File: config.mk
export PLATFORM = sky130hd
export DESIGN_NAME = ppm_encoder_with_channel_scaling_flat
export DESIGN_NICKNAME = d
export VERILOG_FILES = /design/src/design/ppm_pkg.sv /design/src/design/ppm_if.sv /design/src/design/ppm_encoder_with_channel_scaling.sv /design/src/design/ppm_front.sv /design/src/design/ppm_queue.sv /design/src/design/ppm_div.sv /design/src/design/ppm_back.sv /design/src/flat_wrapper.sv
export SDC_FILE = /design/constraint.sdc
export NUM_CORES = 2
export LEC_CHECK = 0
export ABC_AREA = 1
export BUFFER_PORTS_ARGS = -buffer_cell sky130_fd_sc_hd__buf_2
export CAP_MARGIN = 20
export CORE_UTILIZATION = 25
export DETAILED_ROUTE_END_ITERATION = 8
export GPL_TIMING_DRIVEN = 1
export MAX_ROUTING_LAYER = met4
export SLEW_MARGIN = 40
export SYNTH_ARGS = -nofsm -noshare
export SYNTH_HDL_FRONTEND = slang
export SYNTH_SLANG_ARGS = --single-unit
File: constraint.sdc
create_clock -name clk -period 6.7 [get_ports clk]
set_clock_uncertainty 0.2 [all_clocks]
set_input_delay 0.335 -clock clk [delete_from_list [all_inputs] [get_ports clk]]
set_output_delay 0.335 -clock clk [all_outputs]
set_load 0.01 [all_outputs]
File: src/design/ppm_pkg.sv
// ----------------------------------------------------------------------------
// ppm_pkg
// Shared constants, types and helpers of the PPM encoder with channel scaling.
// ----------------------------------------------------------------------------
package ppm_pkg;

  localparam int CHAN_COUNT   = 8;
  localparam int SLOT_W       = $clog2(CHAN_COUNT + 1);
  localparam int IDX_W        = (CHAN_COUNT > 1) ? $clog2(CHAN_COUNT) : 1;

  localparam int CH_W         = 3;
  localparam int SAMPLE_W     = 10;
  localparam int TRIM_W       = 8;
  localparam int WIDTH_W      = 12;
  localparam int BASE_W       = WIDTH_W + 1;
  localparam int DIFF_W       = SAMPLE_W + 1;
  localparam int OUT_SLOT_W   = 4;
  localparam int CNT_W        = 16;
  localparam int TPU_W        = 5;
  localparam int MASK_W       = 8;

  localparam int PROD_A_W     = BASE_W + SAMPLE_W;
  localparam int PROD_B_W     = DIFF_W + BASE_W;
  localparam int NUM_W        = PROD_B_W;
  localparam int DIV_STEPS    = WIDTH_W;
  localparam int DVS_W        = SAMPLE_W + WIDTH_W - 1;
  localparam int STEP_W       = $clog2(DIV_STEPS);

  localparam int QUEUE_DEPTH  = 2;
  localparam int QPTR_W       = (QUEUE_DEPTH > 1) ? $clog2(QUEUE_DEPTH) : 1;
  localparam int QCNT_W       = $clog2(QUEUE_DEPTH + 1);

  localparam int CFG_IDX_W    = 3;
  localparam int CFG_DATA_W   = 12;

  localparam logic [WIDTH_W-1:0] WIDTH_MAX = '1;
  localparam logic [CNT_W-1:0]   CNT_MAX   = '1;

  typedef enum logic [CFG_IDX_W-1:0] {
    CFG_MIN_WIDTH    = 3'd0,
    CFG_TRAVERSAL    = 3'd1,
    CFG_REVERSE_MASK = 3'd2,
    CFG_GAP_WIDTH    = 3'd3,
    CFG_SYNC_WIDTH   = 3'd4,
    CFG_TICKS_PER_US = 3'd5
  } cfg_idx_t;

  typedef struct packed {
    logic [WIDTH_W-1:0] min_width;
    logic [WIDTH_W-1:0] traversal;
    logic [MASK_W-1:0]  reverse_mask;
    logic [WIDTH_W-1:0] gap_width;
    logic [WIDTH_W-1:0] sync_width;
    logic [TPU_W-1:0]   ticks_per_us;
  } cfg_t;

  // Classified item as it travels from the front part to the back part.
  typedef struct packed {
    logic                is_tick;
    logic [CH_W-1:0]     channel;
    logic [BASE_W-1:0]   base;
    logic [SAMPLE_W-1:0] rng_abs;
    logic                rng_zero;
    logic [DIFF_W-1:0]   dval;
  } rec_t;

  typedef enum logic [2:0] {
    BK_IDLE,
    BK_MUL,
    BK_SUM,
    BK_DIV,
    BK_DONE
  } back_state_t;

  function automatic logic [CNT_W-1:0] us_to_ticks(input logic [WIDTH_W-1:0] us,
                                                   input logic [TPU_W-1:0]   tpu);
    logic [WIDTH_W+TPU_W-1:0] p;
    p = (WIDTH_W+TPU_W)'(us) * (WIDTH_W+TPU_W)'(tpu);
    if (p > (WIDTH_W+TPU_W)'(CNT_MAX)) begin
      return CNT_MAX;
    end
    return p[CNT_W-1:0];
  endfunction

endpackage

File: src/design/ppm_if.sv
// ----------------------------------------------------------------------------
// ppm_in_if / ppm_out_if
// Valid/ready channels of the PPM encoder: command items in, results out.
// ----------------------------------------------------------------------------
interface ppm_in_if;
  import ppm_pkg::*;

  logic                valid;
  logic                ready;
  logic                cmd;
  logic [CH_W-1:0]     channel;
  logic [SAMPLE_W-1:0] sample;
  logic [SAMPLE_W-1:0] cal_lower;
  logic [SAMPLE_W-1:0] cal_upper;
  logic [TRIM_W-1:0]   trim;

  modport source (output valid, cmd, channel, sample, cal_lower, cal_upper, trim,
                  input ready);
  modport sink   (input valid, cmd, channel, sample, cal_lower, cal_upper, trim,
                  output ready);
endinterface

interface ppm_out_if;
  import ppm_pkg::*;

  logic                  valid;
  logic                  ready;
  logic                  pin_level;
  logic [OUT_SLOT_W-1:0] slot;
  logic [WIDTH_W-1:0]    width_stored;

  modport source (output valid, pin_level, slot, width_stored, input ready);
  modport sink   (input valid, pin_level, slot, width_stored, output ready);
endinterface

File: src/design/ppm_encoder_with_channel_scaling.sv
// ----------------------------------------------------------------------------
// ppm_encoder_with_channel_scaling
// RC PPM pulse train encoder with per-channel stick scaling and trim.
// ----------------------------------------------------------------------------
//
//  Channel   Direction  Handshake        Carries
//  in_ch     in         valid/ready      cmd, channel, sample, cal_lower,
//                                        cal_upper, trim
//  out_ch    out        valid/ready      pin_level, slot, width_stored
//  cfg_*     in         cfg_we only      cfg_index, cfg_wdata (12 bits)
//
//  Ticks are handled in the back part's idle state, one per clock while out_ch is free.
//  A sample item passes through the back part as take, multiply, sum, the
//  one-bit-a-cycle divider (12 steps and a hand-over) when a division is
//  needed, then write-back.
//  Reset is synchronous; all control state and the width table clear at once.
//  A stalled out_ch holds its item; the two-entry queue fills and then drops
//  in_ch.ready, so the front and back stall independently.
//
// ----------------------------------------------------------------------------
module ppm_encoder_with_channel_scaling (
  input  logic                             clk,
  input  logic                             rst_n,
  ppm_in_if.sink                           in_ch,
  ppm_out_if.source                        out_ch,
  input  logic                             cfg_we,
  input  logic [ppm_pkg::CFG_IDX_W-1:0]    cfg_index,
  input  logic [ppm_pkg::CFG_DATA_W-1:0]   cfg_wdata
);
  import ppm_pkg::*;

  cfg_t cfg_r, cfg_nxt;
  logic push;
  logic q_full;
  logic q_valid;
  logic q_pop;
  rec_t rec_in;
  rec_t rec_out;

  // Configuration registers: write only, one register per edge.
  always_comb begin
    cfg_nxt = cfg_r;
    if (cfg_we) begin
      case (cfg_index)
        CFG_MIN_WIDTH:    cfg_nxt.min_width    = cfg_wdata[WIDTH_W-1:0];
        CFG_TRAVERSAL:    cfg_nxt.traversal    = cfg_wdata[WIDTH_W-1:0];
        CFG_REVERSE_MASK: cfg_nxt.reverse_mask = cfg_wdata[MASK_W-1:0];
        CFG_GAP_WIDTH:    cfg_nxt.gap_width    = cfg_wdata[WIDTH_W-1:0];
        CFG_SYNC_WIDTH:   cfg_nxt.sync_width   = cfg_wdata[WIDTH_W-1:0];
        CFG_TICKS_PER_US: cfg_nxt.ticks_per_us = cfg_wdata[TPU_W-1:0];
        default: ;
      endcase
    end
  end

  always_ff @(posedge clk) begin
    if (!rst_n) begin
      cfg_r.min_width    <= WIDTH_W'(1000);
      cfg_r.traversal    <= WIDTH_W'(1000);
      cfg_r.reverse_mask <= '0;
      cfg_r.gap_width    <= WIDTH_W'(300);
      cfg_r.sync_width   <= WIDTH_W'(4000);
      cfg_r.ticks_per_us <= TPU_W'(1);
    end else begin
      cfg_r <= cfg_nxt;
    end
  end

  // Front: accept and classify, prepare the scaling operands.
  ppm_front u_front (
    .in_ch  (in_ch),
    .cfg    (cfg_r),
    .q_full (q_full),
    .push   (push),
    .rec    (rec_in)
  );

  // Decouple front and back.
  ppm_queue u_queue (
    .clk     (clk),
    .rst_n   (rst_n),
    .push    (push),
    .rec_in  (rec_in),
    .full    (q_full),
    .pop     (q_pop),
    .q_valid (q_valid),
    .rec_out (rec_out)
  );

  // Back: timer, slot sequencing, scaling arithmetic and result register.
  ppm_back u_back (
    .clk     (clk),
    .rst_n   (rst_n),
    .cfg     (cfg_r),
    .q_valid (q_valid),
    .q_rec   (rec_out),
    .q_pop   (q_pop),
    .out_ch  (out_ch)
  );

endmodule

File: src/design/ppm_front.sv
// ----------------------------------------------------------------------------
// ppm_front
// Accepts items, classifies them and prepares the scaling operands.
// ----------------------------------------------------------------------------
module ppm_front (
  ppm_in_if.sink          in_ch,
  input  ppm_pkg::cfg_t   cfg,
  input  logic            q_full,
  output logic            push,
  output ppm_pkg::rec_t   rec
);
  import ppm_pkg::*;

  logic signed [DIFF_W-1:0] rng;
  logic signed [DIFF_W-1:0] dsel;
  logic signed [DIFF_W-1:0] rng_neg;
  logic signed [DIFF_W-1:0] dsel_neg;
  logic                     rev;

  assign in_ch.ready = !q_full;
  assign push        = in_ch.valid && !q_full;

  always_comb begin
    rev      = cfg.reverse_mask[in_ch.channel];
    rng      = $signed({1'b0, in_ch.cal_upper}) - $signed({1'b0, in_ch.cal_lower});
    dsel     = rev ? ($signed({1'b0, in_ch.cal_upper}) - $signed({1'b0, in_ch.sample}))
                   : ($signed({1'b0, in_ch.sample}) - $signed({1'b0, in_ch.cal_lower}));
    rng_neg  = -rng;
    dsel_neg = -dsel;

    rec.is_tick  = in_ch.cmd;
    rec.channel  = in_ch.channel;
    rec.base     = BASE_W'(cfg.min_width) + BASE_W'(in_ch.trim);
    rec.rng_zero = (in_ch.cal_upper == in_ch.cal_lower);
    // Fold a negative range into the numerator so the divider sees |range|.
    rec.rng_abs  = rng[DIFF_W-1] ? rng_neg[SAMPLE_W-1:0] : rng[SAMPLE_W-1:0];
    rec.dval     = rng[DIFF_W-1] ? dsel_neg : dsel;
  end

endmodule

File: src/design/ppm_queue.sv
// ----------------------------------------------------------------------------
// ppm_queue
// Short FIFO of classified items between the front and back parts.
// ----------------------------------------------------------------------------
module ppm_queue (
  input  logic          clk,
  input  logic          rst_n,
  input  logic          push,
  input  ppm_pkg::rec_t rec_in,
  output logic          full,
  input  logic          pop,
  output logic          q_valid,
  output ppm_pkg::rec_t rec_out
);
  import ppm_pkg::*;

  rec_t              mem_r [QUEUE_DEPTH];
  logic [QPTR_W-1:0] wr_ptr_r, wr_ptr_nxt;
  logic [QPTR_W-1:0] rd_ptr_r, rd_ptr_nxt;
  logic [QCNT_W-1:0] count_r, count_nxt;

  assign full    = (count_r == QCNT_W'(QUEUE_DEPTH));
  assign q_valid = (count_r != '0);
  assign rec_out = mem_r[rd_ptr_r];

  always_comb begin
    wr_ptr_nxt = wr_ptr_r;
    rd_ptr_nxt = rd_ptr_r;
    count_nxt  = count_r;
    if (push) begin
      wr_ptr_nxt = (wr_ptr_r == QPTR_W'(QUEUE_DEPTH - 1)) ? '0 : wr_ptr_r + 1'b1;
    end
    if (pop) begin
      rd_ptr_nxt = (rd_ptr_r == QPTR_W'(QUEUE_DEPTH - 1)) ? '0 : rd_ptr_r + 1'b1;
    end
    if (push && !pop) begin
      count_nxt = count_r + 1'b1;
    end else if (pop && !push) begin
      count_nxt = count_r - 1'b1;
    end
  end

  always_ff @(posedge clk) begin
    if (!rst_n) begin
      wr_ptr_r <= '0;
      rd_ptr_r <= '0;
      count_r  <= '0;
    end else begin
      wr_ptr_r <= wr_ptr_nxt;
      rd_ptr_r <= rd_ptr_nxt;
      count_r  <= count_nxt;
    end
  end

  always_ff @(posedge clk) begin
    if (push) begin
      mem_r[wr_ptr_r] <= rec_in;
    end
  end

endmodule

File: src/design/ppm_div.sv
// ----------------------------------------------------------------------------
// ppm_div
// Restoring divider, one quotient bit per cycle; quotient known to fit.
// ----------------------------------------------------------------------------
module ppm_div (
  input  logic                         clk,
  input  logic                         rst_n,
  input  logic                         start,
  input  logic [ppm_pkg::NUM_W-1:0]    num,
  input  logic [ppm_pkg::SAMPLE_W-1:0] den,
  output logic                         done,
  output logic [ppm_pkg::WIDTH_W-1:0]  quo
);
  import ppm_pkg::*;

  logic [NUM_W-1:0]   rem_r, rem_nxt;
  logic [DVS_W-1:0]   dvs_r, dvs_nxt;
  logic [WIDTH_W-1:0] quo_r, quo_nxt;
  logic [STEP_W-1:0]  step_r, step_nxt;
  logic               run_r, run_nxt;
  logic               done_r, done_nxt;
  logic               ge;

  assign done = done_r;
  assign quo  = quo_r;
  assign ge   = (rem_r >= NUM_W'(dvs_r));

  always_comb begin
    rem_nxt  = rem_r;
    dvs_nxt  = dvs_r;
    quo_nxt  = quo_r;
    step_nxt = step_r;
    run_nxt  = run_r;
    done_nxt = 1'b0;
    if (start) begin
      rem_nxt  = num;
      dvs_nxt  = {den, {(WIDTH_W-1){1'b0}}};
      step_nxt = '0;
      run_nxt  = 1'b1;
    end else if (run_r) begin
      if (ge) begin
        rem_nxt = rem_r - NUM_W'(dvs_r);
      end
      quo_nxt  = {quo_r[WIDTH_W-2:0], ge};
      dvs_nxt  = dvs_r >> 1;
      step_nxt = step_r + 1'b1;
      if (step_r == STEP_W'(DIV_STEPS - 1)) begin
        run_nxt  = 1'b0;
        done_nxt = 1'b1;
      end
    end
  end

  always_ff @(posedge clk) begin
    if (!rst_n) begin
      run_r  <= 1'b0;
      done_r <= 1'b0;
      step_r <= '0;
    end else begin
      run_r  <= run_nxt;
      done_r <= done_nxt;
      step_r <= step_nxt;
    end
  end

  always_ff @(posedge clk) begin
    rem_r <= rem_nxt;
    dvs_r <= dvs_nxt;
    quo_r <= quo_nxt;
  end

endmodule

File: src/design/ppm_back.sv
// ----------------------------------------------------------------------------
// ppm_back
// Executes items in order: ticks directly from idle, samples through a multiply,
// sum and, if needed, divide sequence. Holds the width table and the result.
// ----------------------------------------------------------------------------
module ppm_back (
  input  logic          clk,
  input  logic          rst_n,
  input  ppm_pkg::cfg_t cfg,
  input  logic          q_valid,
  input  ppm_pkg::rec_t q_rec,
  output logic          q_pop,
  ppm_out_if.source     out_ch
);
  import ppm_pkg::*;

  back_state_t              state_r, state_nxt;
  rec_t                     smp_r, smp_nxt;
  logic [PROD_A_W-1:0]      prod_a_r, prod_a_nxt;
  logic signed [PROD_B_W-1:0] prod_b_r, prod_b_nxt;
  logic [WIDTH_W-1:0]       res_r, res_nxt;
  logic [WIDTH_W-1:0]       table_r [CHAN_COUNT];
  logic [WIDTH_W-1:0]       table_nxt [CHAN_COUNT];
  logic [SLOT_W-1:0]        slot_r, slot_nxt;
  logic [CNT_W-1:0]         tick_r, tick_nxt;
  logic [CNT_W-1:0]         cmp_r, cmp_nxt;
  logic                     pin_r, pin_nxt;
  logic                     out_valid_r, out_valid_nxt;
  logic                     out_pin_r, out_pin_nxt;
  logic [OUT_SLOT_W-1:0]    out_slot_r, out_slot_nxt;
  logic [WIDTH_W-1:0]       out_width_r, out_width_nxt;

  logic                     out_free;
  logic signed [NUM_W:0]    num_s;
  logic [NUM_W-1:0]         num_u;
  logic                     num_pos;
  logic                     over;
  logic [WIDTH_W-1:0]       base_sat;
  logic                     sum_direct;
  logic [WIDTH_W-1:0]       sum_res;
  logic                     div_start;
  logic                     div_done;
  logic [WIDTH_W-1:0]       div_quo;

  logic [CNT_W-1:0]         cnt_inc;
  logic                     match;
  logic [SLOT_W-1:0]        slot_inc;
  logic [WIDTH_W-1:0]       slot_w;

  ppm_div u_div (
    .clk   (clk),
    .rst_n (rst_n),
    .start (div_start),
    .num   (num_u),
    .den   (smp_r.rng_abs),
    .done  (div_done),
    .quo   (div_quo)
  );

  assign out_ch.valid        = out_valid_r;
  assign out_ch.pin_level    = out_pin_r;
  assign out_ch.slot         = out_slot_r;
  assign out_ch.width_stored = out_width_r;
  assign out_free            = !out_valid_r || out_ch.ready;

  // Sample arithmetic on the registered products.
  always_comb begin
    num_s      = $signed({2'b00, prod_a_r}) + $signed({prod_b_r[PROD_B_W-1], prod_b_r});
    num_u      = num_s[NUM_W-1:0];
    num_pos    = !num_s[NUM_W] && (num_s != '0);
    over       = num_u >= NUM_W'({smp_r.rng_abs, {WIDTH_W{1'b0}}});
    base_sat   = (smp_r.base > BASE_W'(WIDTH_MAX)) ? WIDTH_MAX : smp_r.base[WIDTH_W-1:0];
    sum_direct = smp_r.rng_zero || !num_pos || over;
    if (smp_r.rng_zero) begin
      sum_res = base_sat;
    end else if (!num_pos) begin
      sum_res = '0;
    end else begin
      sum_res = WIDTH_MAX;
    end
  end

  // Timer step for a tick item.
  always_comb begin
    cnt_inc  = tick_r + 1'b1;
    match    = (cnt_inc >= cmp_r);
    slot_inc = (slot_r == SLOT_W'(CHAN_COUNT)) ? '0 : slot_r + 1'b1;
    slot_w   = (slot_inc < SLOT_W'(CHAN_COUNT)) ? table_r[IDX_W'(slot_inc)]
                                               : cfg.sync_width;
  end

  always_comb begin
    state_nxt = state_r;
    case (state_r)
      BK_IDLE: begin
        if (q_valid && !q_rec.is_tick) begin
          state_nxt = BK_MUL;
        end
      end
      BK_MUL:  state_nxt = BK_SUM;
      BK_SUM:  state_nxt = sum_direct ? BK_DONE : BK_DIV;
      BK_DIV: begin
        if (div_done) begin
          state_nxt = BK_DONE;
        end
      end
      BK_DONE: begin
        if (out_free) begin
          state_nxt = BK_IDLE;
        end
      end
      default: state_nxt = BK_IDLE;
    endcase
  end

  always_comb begin
    smp_nxt       = smp_r;
    prod_a_nxt    = prod_a_r;
    prod_b_nxt    = prod_b_r;
    res_nxt       = res_r;
    table_nxt     = table_r;
    slot_nxt      = slot_r;
    tick_nxt      = tick_r;
    cmp_nxt       = cmp_r;
    pin_nxt       = pin_r;
    out_valid_nxt = out_valid_r;
    out_pin_nxt   = out_pin_r;
    out_slot_nxt  = out_slot_r;
    out_width_nxt = out_width_r;
    q_pop         = 1'b0;
    div_start     = 1'b0;

    if (out_valid_r && out_ch.ready) begin
      out_valid_nxt = 1'b0;
    end

    case (state_r)
      BK_IDLE: begin
        if (q_valid) begin
          if (q_rec.is_tick) begin
            if (out_free) begin
              q_pop = 1'b1;
              if (match) begin
                tick_nxt = '0;
                pin_nxt  = !pin_r;
                if (!pin_r) begin
                  slot_nxt = slot_inc;
                  cmp_nxt  = us_to_ticks(slot_w, cfg.ticks_per_us);
                end else begin
                  cmp_nxt  = us_to_ticks(cfg.gap_width, cfg.ticks_per_us);
                end
              end else begin
                tick_nxt = cnt_inc;
              end
              out_valid_nxt = 1'b1;
              out_pin_nxt   = pin_nxt;
              out_slot_nxt  = OUT_SLOT_W'(slot_nxt);
              out_width_nxt = '0;
            end
          end else begin
            q_pop   = 1'b1;
            smp_nxt = q_rec;
          end
        end
      end
      BK_MUL: begin
        prod_a_nxt = PROD_A_W'(smp_r.base) * PROD_A_W'(smp_r.rng_abs);
        prod_b_nxt = PROD_B_W'($signed(smp_r.dval)) *
                     PROD_B_W'($signed({1'b0, cfg.traversal}));
      end
      BK_SUM: begin
        if (sum_direct) begin
          res_nxt = sum_res;
        end else begin
          div_start = 1'b1;
        end
      end
      BK_DIV: begin
        if (div_done) begin
          res_nxt = div_quo;
        end
      end
      BK_DONE: begin
        if (out_free) begin
          if (32'(smp_r.channel) < CHAN_COUNT) begin
            table_nxt[IDX_W'(smp_r.channel)] = res_r;
          end
          out_valid_nxt = 1'b1;
          out_pin_nxt   = pin_r;
          out_slot_nxt  = OUT_SLOT_W'(slot_r);
          out_width_nxt = res_r;
        end
      end
      default: ;
    endcase
  end

  always_ff @(posedge clk) begin
    if (!rst_n) begin
      state_r     <= BK_IDLE;
      slot_r      <= SLOT_W'(CHAN_COUNT);
      tick_r      <= '0;
      cmp_r       <= '0;
      pin_r       <= 1'b0;
      out_valid_r <= 1'b0;
      for (int i = 0; i < CHAN_COUNT; i++) begin
        table_r[i] <= '0;
      end
    end else begin
      state_r     <= state_nxt;
      slot_r      <= slot_nxt;
      tick_r      <= tick_nxt;
      cmp_r       <= cmp_nxt;
      pin_r       <= pin_nxt;
      out_valid_r <= out_valid_nxt;
      table_r     <= table_nxt;
    end
  end

  always_ff @(posedge clk) begin
    smp_r       <= smp_nxt;
    prod_a_r    <= prod_a_nxt;
    prod_b_r    <= prod_b_nxt;
    res_r       <= res_nxt;
    out_pin_r   <= out_pin_nxt;
    out_slot_r  <= out_slot_nxt;
    out_width_r <= out_width_nxt;
  end

endmodule

File: src/flat_wrapper.sv
// flat-port wrapper written by rule: the top's interface ports become plain ports
module ppm_encoder_with_channel_scaling_flat import ppm_pkg::*;
  (clk, rst_n, cfg_we, cfg_index, cfg_wdata, in_ch_valid, in_ch_cmd, in_ch_channel, in_ch_sample, in_ch_cal_lower, in_ch_cal_upper, in_ch_trim, in_ch_ready, out_ch_valid, out_ch_pin_level, out_ch_slot, out_ch_width_stored, out_ch_ready);
  ppm_in_if in_ch_i ();
  ppm_out_if out_ch_i ();
  input  logic clk;
  input  logic rst_n;
  input  logic cfg_we;
  input  logic [ppm_pkg::CFG_IDX_W-1:0] cfg_index;
  input  logic [ppm_pkg::CFG_DATA_W-1:0] cfg_wdata;
  input wire logic [$bits(in_ch_i.valid)-1:0] in_ch_valid;
  input wire logic [$bits(in_ch_i.cmd)-1:0] in_ch_cmd;
  input wire logic [$bits(in_ch_i.channel)-1:0] in_ch_channel;
  input wire logic [$bits(in_ch_i.sample)-1:0] in_ch_sample;
  input wire logic [$bits(in_ch_i.cal_lower)-1:0] in_ch_cal_lower;
  input wire logic [$bits(in_ch_i.cal_upper)-1:0] in_ch_cal_upper;
  input wire logic [$bits(in_ch_i.trim)-1:0] in_ch_trim;
  output wire logic [$bits(in_ch_i.ready)-1:0] in_ch_ready;
  output wire logic [$bits(out_ch_i.valid)-1:0] out_ch_valid;
  output wire logic [$bits(out_ch_i.pin_level)-1:0] out_ch_pin_level;
  output wire logic [$bits(out_ch_i.slot)-1:0] out_ch_slot;
  output wire logic [$bits(out_ch_i.width_stored)-1:0] out_ch_width_stored;
  input wire logic [$bits(out_ch_i.ready)-1:0] out_ch_ready;
  assign in_ch_i.valid = in_ch_valid;
  assign in_ch_i.cmd = in_ch_cmd;
  assign in_ch_i.channel = in_ch_channel;
  assign in_ch_i.sample = in_ch_sample;
  assign in_ch_i.cal_lower = in_ch_cal_lower;
  assign in_ch_i.cal_upper = in_ch_cal_upper;
  assign in_ch_i.trim = in_ch_trim;
  assign in_ch_ready = in_ch_i.ready;
  assign out_ch_valid = out_ch_i.valid;
  assign out_ch_pin_level = out_ch_i.pin_level;
  assign out_ch_slot = out_ch_i.slot;
  assign out_ch_width_stored = out_ch_i.width_stored;
  assign out_ch_i.ready = out_ch_ready;
  ppm_encoder_with_channel_scaling u_core (.clk(clk), .rst_n(rst_n), .in_ch(in_ch_i), .out_ch(out_ch_i), .cfg_we(cfg_we), .cfg_index(cfg_index), .cfg_wdata(cfg_wdata));
endmodule
; ---- Word level (Yosys, flattened, before mapping)
; Memories as Yosys holds them, arrays and structs flattened. A register that Yosys moved wholly into a read port is not among the register bits.
; Index checks and enable logic that the tools add are counted.
[word_totals]
output_inout_bits = 19
mem_count = 1
in_bits = 62
reg_bits = 379
ramBits = 78
wordCells = 232
[classes]
n_addsub = 15
order_cmp = 11
multipliers = 4
reduce_logical = 44
eq_ne = 20
bitwise_logic = 6
mux = 90
[mem_list]
columns = memory, words, width, rd, rd_ports_with_merged_regs, wr, line_no
row1 = u_core.u_queue.mem_r, 2, 39, 1, 1, 1, ppm_queue.sv:17  ; rec_t mem_r [QUEUE_DEPTH];
[op_table]
columns = cell, n
row1 = $mux W12, 13
row2 = $bwmux W96, 1
row3 = $mux W16, 6
row4 = $mux W24, 3
row5 = $pmux W12 S2, 2
row6 = $mux W21, 2
row7 = $mux W1, 40
row8 = $bmux W12 S3, 1
row9 = $demux W12 S3, 1
row10 = $gt A17 B16 Y1 const B, 2
row11 = $mul A12 B5 Y17, 2
row12 = $sub A10 B10 Y11, 3
row13 = $mux W4, 7
row14 = $add A24 B24 Y25, 1
row15 = $reduce_bool A25 Y1, 1
row16 = $ge A24 B21 Y1, 1
row17 = $ge A24 B22 Y1, 1
row18 = $mul A11 B13 Y24, 1
row19 = $sub A24 B21 Y24, 1
row20 = $mul A13 B10 Y23, 1
row21 = $mux W11, 2
row22 = $reduce_and A2 Y1, 9
row23 = $add A16 B1 Y16 const B, 1
row24 = $ge A16 B16 Y1, 1
row25 = other kinds (39), 87

; ---- Longest topological paths before layout
[depth]
word_depth = 18
depth_mapped = 36
ltp_nobuf = 33

; ---- By module
; From an unflattened synthesis, not the netlist that was laid out.
[unflattened]
hier_cells = 4667
hier_area_um2 = 36998.0
[modules_own_cells]
columns = mod, seq_area_each_um2, cells_per_inst, area_per_inst_um2, instances
row1 = ppm_back, 6165.9, 3091, 24604.8, 1
row2 = ppm_div, 1721.7, 576, 4139.0, 1
row3 = ppm_queue, 2442.3, 156, 3088.0, 1
row4 = ppm_front, 0.0, 508, 2803.9, 1
row5 = ppm_encoder_with_channel_scaling, 1221.2, 336, 2362.3, 1

; ---- Worst setup path before layout
; Ideal clock, no wire load.
[synth_path]
path_kind = register -> register
from = reg u_core.u_back.slot_r[0]
to = reg u_core.u_back.cmp_r[0]
period_less_slack_ns = 6.453
setup_time_ns = 0.114
t_arrival_ns = 6.139
setup_slack_ns = 0.247
required_time_ns = 6.386
path_buffers = 5
stages_incl_launch_ff = 32
path_cell_list = dfxtp_1 inv_1 clkbuf_1 clkbuf_1 ha_1 nand3_2 nand2_1 buf_4 buf_4 a21oi_1 a221oi_1 nor2_1 nand2_1 o21ai_0 or2_2 fa_1 fa_1 inv_1 fa_1 ha_1 nand3_1 nand2_1 nand2_1 o21ai_0 nand4_1 nand3_1 nand2_1 nor2_1 clkbuf_1 o21ai_0 nand3_1 nand2_1
[synth_via]
elab_chain_len = 18
elab_cells_between_ends = 20
cone_classes = add/sub: 1 / mul: 1 / order compare: 2 / eq/ne: 1 / mux: 14 / bitwise: 1
[synth_rtl]
columns = element, line_no
row1 = "start, declared", ppm_back.sv:24  ; logic [SLOT_W-1:0] slot_r, slot_nxt;
row2 = "start signal, assigned", ppm_back.sv:201  ; slot_r <= SLOT_W'(CHAN_COUNT);
row3 = "start signal, assigned", ppm_back.sv:211  ; slot_r <= slot_nxt;
row4 = $add A4 B1 Y4 or $eq A4 B4 Y1 (tied branches), ppm_back.sv:87  ; slot_inc = (slot_r == SLOT_W'(CHAN_COUNT)) ? '0 : slot_r + 1'b1;
row5 = $mux W4 (*), ppm_back.sv:87
row6 = $not A3 Y4 (not written as such), ppm_back.sv:88  ; slot_w = (slot_inc < SLOT_W'(CHAN_COUNT)) ? table_r[IDX_W'(slot_inc)]
row7 = $bmux W12 S3, ppm_back.sv:88
row8 = $mux W12 (not written as such) (2 in a row), ppm_back.sv:88
row9 = $mux W12 (*), ppm_back.sv:88
row10 = $mul A12 B5 Y17 (*), ppm_pkg.sv:78  ; p = (WIDTH_W+TPU_W)'(us) * (WIDTH_W+TPU_W)'(tpu);
row11 = $gt A17 B16 Y1, ppm_pkg.sv:79  ; if (p > (WIDTH_W+TPU_W)'(CNT_MAX)) begin
row12 = $mux W1, ppm_pkg.sv:79
row13 = $mux W1, ppm_back.sv:146  ; if (!pin_r) begin
row14 = $mux W1, ppm_back.sv:143  ; if (match) begin
row15 = $mux W1, ppm_back.sv:141  ; if (out_free) begin
row16 = $mux W1, ppm_back.sv:140  ; if (q_rec.is_tick) begin
row17 = $mux W1, ppm_back.sv:139  ; if (q_valid) begin
row18 = $mux W1, ppm_back.sv:137  ; case (state_r)
row19 = $mux W16 (*), ppm_pkg.sv:82  ; return p[CNT_W-1:0];
row20 = $mux W16 (*), ppm_back.sv:146
row21 = "end signal, assigned", ppm_back.sv:213  ; cmp_r <= cmp_nxt;
row22 = "end, declared", ppm_back.sv:26  ; logic [CNT_W-1:0] cmp_r, cmp_nxt;
; Every way passes the cells marked *; elsewhere a longest branch is shown, timed or not. The select of a mux whose other input is x is not followed.
; A chain may end at the register's enable or synchronous reset.

; ---- Final worst setup path
[layout_path]
from = reg u_core.u_back.slot_r[1]
to = reg u_core.u_back.cmp_r[11]
; The elaborated chain is that of the path after synthesis.

==> summary.md <==
| Metric | Value |
|---|---|
| Slowest CP cell | `fa_1` |
| Gr usage total | `between 10% and 20%` |
| Max Cap Viol | `0` |
| Syn Nets | `4988` |
| Outcome | `finished, final reports clean` |
| WP buf/inv | `5` |
| Setup TNS | `0 ps` |
| Multi-input gate area | `just over 0.02 mm^2` |
| HP Class | `in2reg` |
| FP Rows | `137` |
| Fmax | `~160 MHz` |
| DIE WIDTH | `approximately 380 um` |
| Post-synthesis sequential area ratio | `32.64%` |
| Synth cell types | `51` |
| Syn avg cell area | `8.064 um^2` |
| Average via count per standard cell | `4.447` |
| Wire length of the first global-routing pass | `~150000 um` |
| Initial antenna violation count | `2` |
| Number of synthesized flops with an enable pin | `238` |
| RSZ-0062 raised after global routing | `false` |
| CP required | `6980 ps` |
| Clock Sinks | `458` |
| Largest net degree at the start of global routing | `100` |
| H-Tree Level Count | `2` |
| Hold Path End | `u_core.u_back.table_r[12]` |
| Synth async-reset ratio | `0%` |
| Kind of start point of the critical path | `flip-flop` |
| Grt total ovfl | `0` |
| Initial core utilization | `25.27%` |
| Clk slew on worst S/H paths | `60 ps` |
| Post-synth top area share | `20.20%` |
| Post-DP HPWL | `~71000 um` |
| DR DRC count | `0` |
| DR WL/cell | `between 10 and 15 um` |
| Worst path max stage delay | `550 ps` |
| Kind of critical path | `reg2reg` |
| Most frequent CP cell | `nand2_1` |
| Detailed Route Iter0 Violations | `1934` |
| Nature of the critical path endpoint | `flip-flop` |
| Commonest cells in the netlist | `nand2_1 (1013), inv_1 (740), nor2_1 (332), ha_1 (296), a21oi_1 (294)` |
| Synthesis-to-layout area growth | `12.67%` |
| Buffers on Ports | `80` |
| Final worst-path cycle share | `around 92%` |
| Delay-heaviest family, CP | `adder cells` |
| Post-Synthesis Cell Area | `0.03538 mm^2` |
| Via count | `28250` |
| R2r setup slk | `about 520 ps` |
| FF-to-FF Start | `u_core.u_back.slot_r[1]` |
| Final Hold Viols | `0` |
| Drt first pass iters | `5` |
| Layout cells sized above 1 | `5.809%` |
| Dominant synthesized flop cell | `edfxtp_1` |
| TritonCTS buffer count | `between 40 and 50` |
| Fin nets | `slightly above 5000` |
| Worst Path Max Fanout | `12` |
| Sequential cell area | `0.01155 mm^2` |
| Slew Limit Headroom | `39.84%` |
| Hold Crit Start | `rst_n` |
| FF+latch count, synth | `458` |
| Synth warn | `0` |
| WL final | `91350 um` |
| Clk root buf | `clkbuf_16` |
| # IOs | `81` |
| GP Congestion | `0.8952` |
| Die height | `378.2 um` |
| Slew Limit Fails | `0` |
| CTS tree | `done` |
| Crit path time final | `6176 ps` |
| RR Endpoint | `u_core.u_back.cmp_r[11]` |
| Critical Path AT | `~6500 ps` |
| Fillers | `15010` |
| Post-CTS setup buffer count | `0` |
| R2R cell count | `28` |
| Worst Max-Slew Pin Slew | `approximately 900 ps` |
| Number of global-route vias before repair | `27740` |
| Post-Syn Instances | `4388` |
| CORE AREA | `0.1400 mm^2` |
| Longest Clk Path Bufs | `3` |
| Die area | `0.1430 mm^2` |
| Synth area leader | `edfxtp_1` |
| WHS Path Cells | `3` |
| Ranking of synthesized cells by area | `edfxtp_1 (20%), fa_1 (14%), dfxtp_1 (12%), nand2_1 (11%), ha_1 (10%)` |
| Skew-Pair Late Insertion Delay | `620 ps` |
| DRT antenna net count | `0` |
| Most frequent cell after synthesis | `nand2_1` |
| Setup violators final | `0` |
-- per-layer routing --
metal	global-route usage [%]	routed length [um]	vias to the layer above
met3	1.721	4171	132
met1	17.35	42470	13420
met4	3.674	2466	0
met2	21.48	42240	580
met5	-	0	-
li1	-	-	14130
-- cells in the final DEF, fill, tap and decap left out, types with 25 or more instances in the layout --
cell type,n
buf_4,45
a221oi_1,25
or2_2,27
buf_2,79
dfxtp_1,220
nand3_1,166
a21oi_1,294
o21ai_0,267
xor2_1,80
clkbuf_16,49
fa_1,242
nor2_1,323
nand2_1,1010
ha_1,296
xnor2_1,58
inv_1,739
edfxtp_1,238
a31oi_1,30
-- cell type report --
cell class / count / share of cell area (%)
clock buffers: 72 / 3.342
flip-flops and latches: 458 / 28.97
inverters: 760 / 7.155
repair buffers: 155 / 2.809
well taps: 1876 / 5.888
diodes: 1 / 0.006277
clock inverters: 19 / 0.6308
multi-input cells: 3012 / 51.20
-- per-stage QoR --
stage | hold slack [ps] | instance area [um^2] | util, % | std cells | setup WS (ps)
2_1_floorplan | 223.6 | 35380 | - | 4388 | 246.9
3_3_place_gp | 233.0 | 37930 | 27.09 | 6234 | 185.1
3_5_place_dp | 236.9 | 38030 | 27.16 | 6238 | 172.1
4_1_cts | 3.452 | 39840 | 28.45 | 6352 | 128.3
5_1_grt | 51.20 | 39870 | 28.47 | 6353 | 77.35
6_report | 48.25 | 39870 | 28.47 | 6353 | 523.6
-- tightest hold or removal path, stage by stage --
cell and delay (ps):
buf_4 280, o21ai_0 140, a21oi_1 50
-- worst max path at each step --
stage                                    endpoint                    start  cells after the start
after detailed placement   u_core.u_back.cmp_r[0]  u_core.u_back.slot_r[1]                     26
final                     u_core.u_back.cmp_r[11]  u_core.u_back.slot_r[1]                     28
after CTS                  u_core.u_back.cmp_r[0]  u_core.u_back.slot_r[1]                     26
after floorplan            u_core.u_back.cmp_r[0]  u_core.u_back.slot_r[0]                     31
after global placement     u_core.u_back.cmp_r[0]  u_core.u_back.slot_r[1]                     27
after global routing       u_core.u_back.cmp_r[7]  u_core.u_back.slot_r[1]                     28
-- state kept, by name, summed over array words and instances, names as in the netlist, 2 cells and up, named ones only --
| signal | cells |
|---|---|
| u_core.u_back.res_r | 12 |
| u_core.u_back.table_r | 96 |
| u_core.u_back.u_div.dvs_r | 21 |
| u_core.u_back.out_ch.width_stored | 12 |
| u_core.u_back.smp_r | 38 |
| u_core.u_back.u_div.step_r | 4 |
| u_core.u_back.slot_r | 4 |
| u_core.u_back.tick_r | 16 |
| u_core.u_back.state_r | 3 |
| u_core.u_queue.count_r | 2 |
| u_core.u_queue.mem_r | 78 |
| u_core.u_back.cmp_r | 16 |
| u_core.u_back.prod_a_r | 23 |
| u_core.u_back.u_div.quo | 12 |
| u_core.u_back.prod_b_r | 24 |
| u_core.u_back.out_ch.slot | 4 |
| u_core.cfg_r | 61 |
| u_core.u_back.u_div.rem_r | 24 |
-- logic make-up (layout without fill, tap and decap cells) --
family	count (synthesis)	after routing	synth area share, %
AND/OR/NAND/NOR	1613	1613	18.44
buffers and inverters	918	1006	9.859
AO/OA/AOI/OAI	700	700	10.83
adder cells (fa/ha/maj)	538	538	24.16
flip-flops	458	458	32.64
XOR/XNOR	138	138	3.416
multiplexers	23	23	0.6506
other	0	1	0
-- repair_timing --
item,in CTS,in global routing
resized for setup,0,5
hold endpoints to repair,74,0
hold buffers,23,0
setup endpoints to repair,0,12
Power is left out: the tool's default activity adds up to more than one toggle a clock period on the data nets, which glitch-free logic cannot reach.
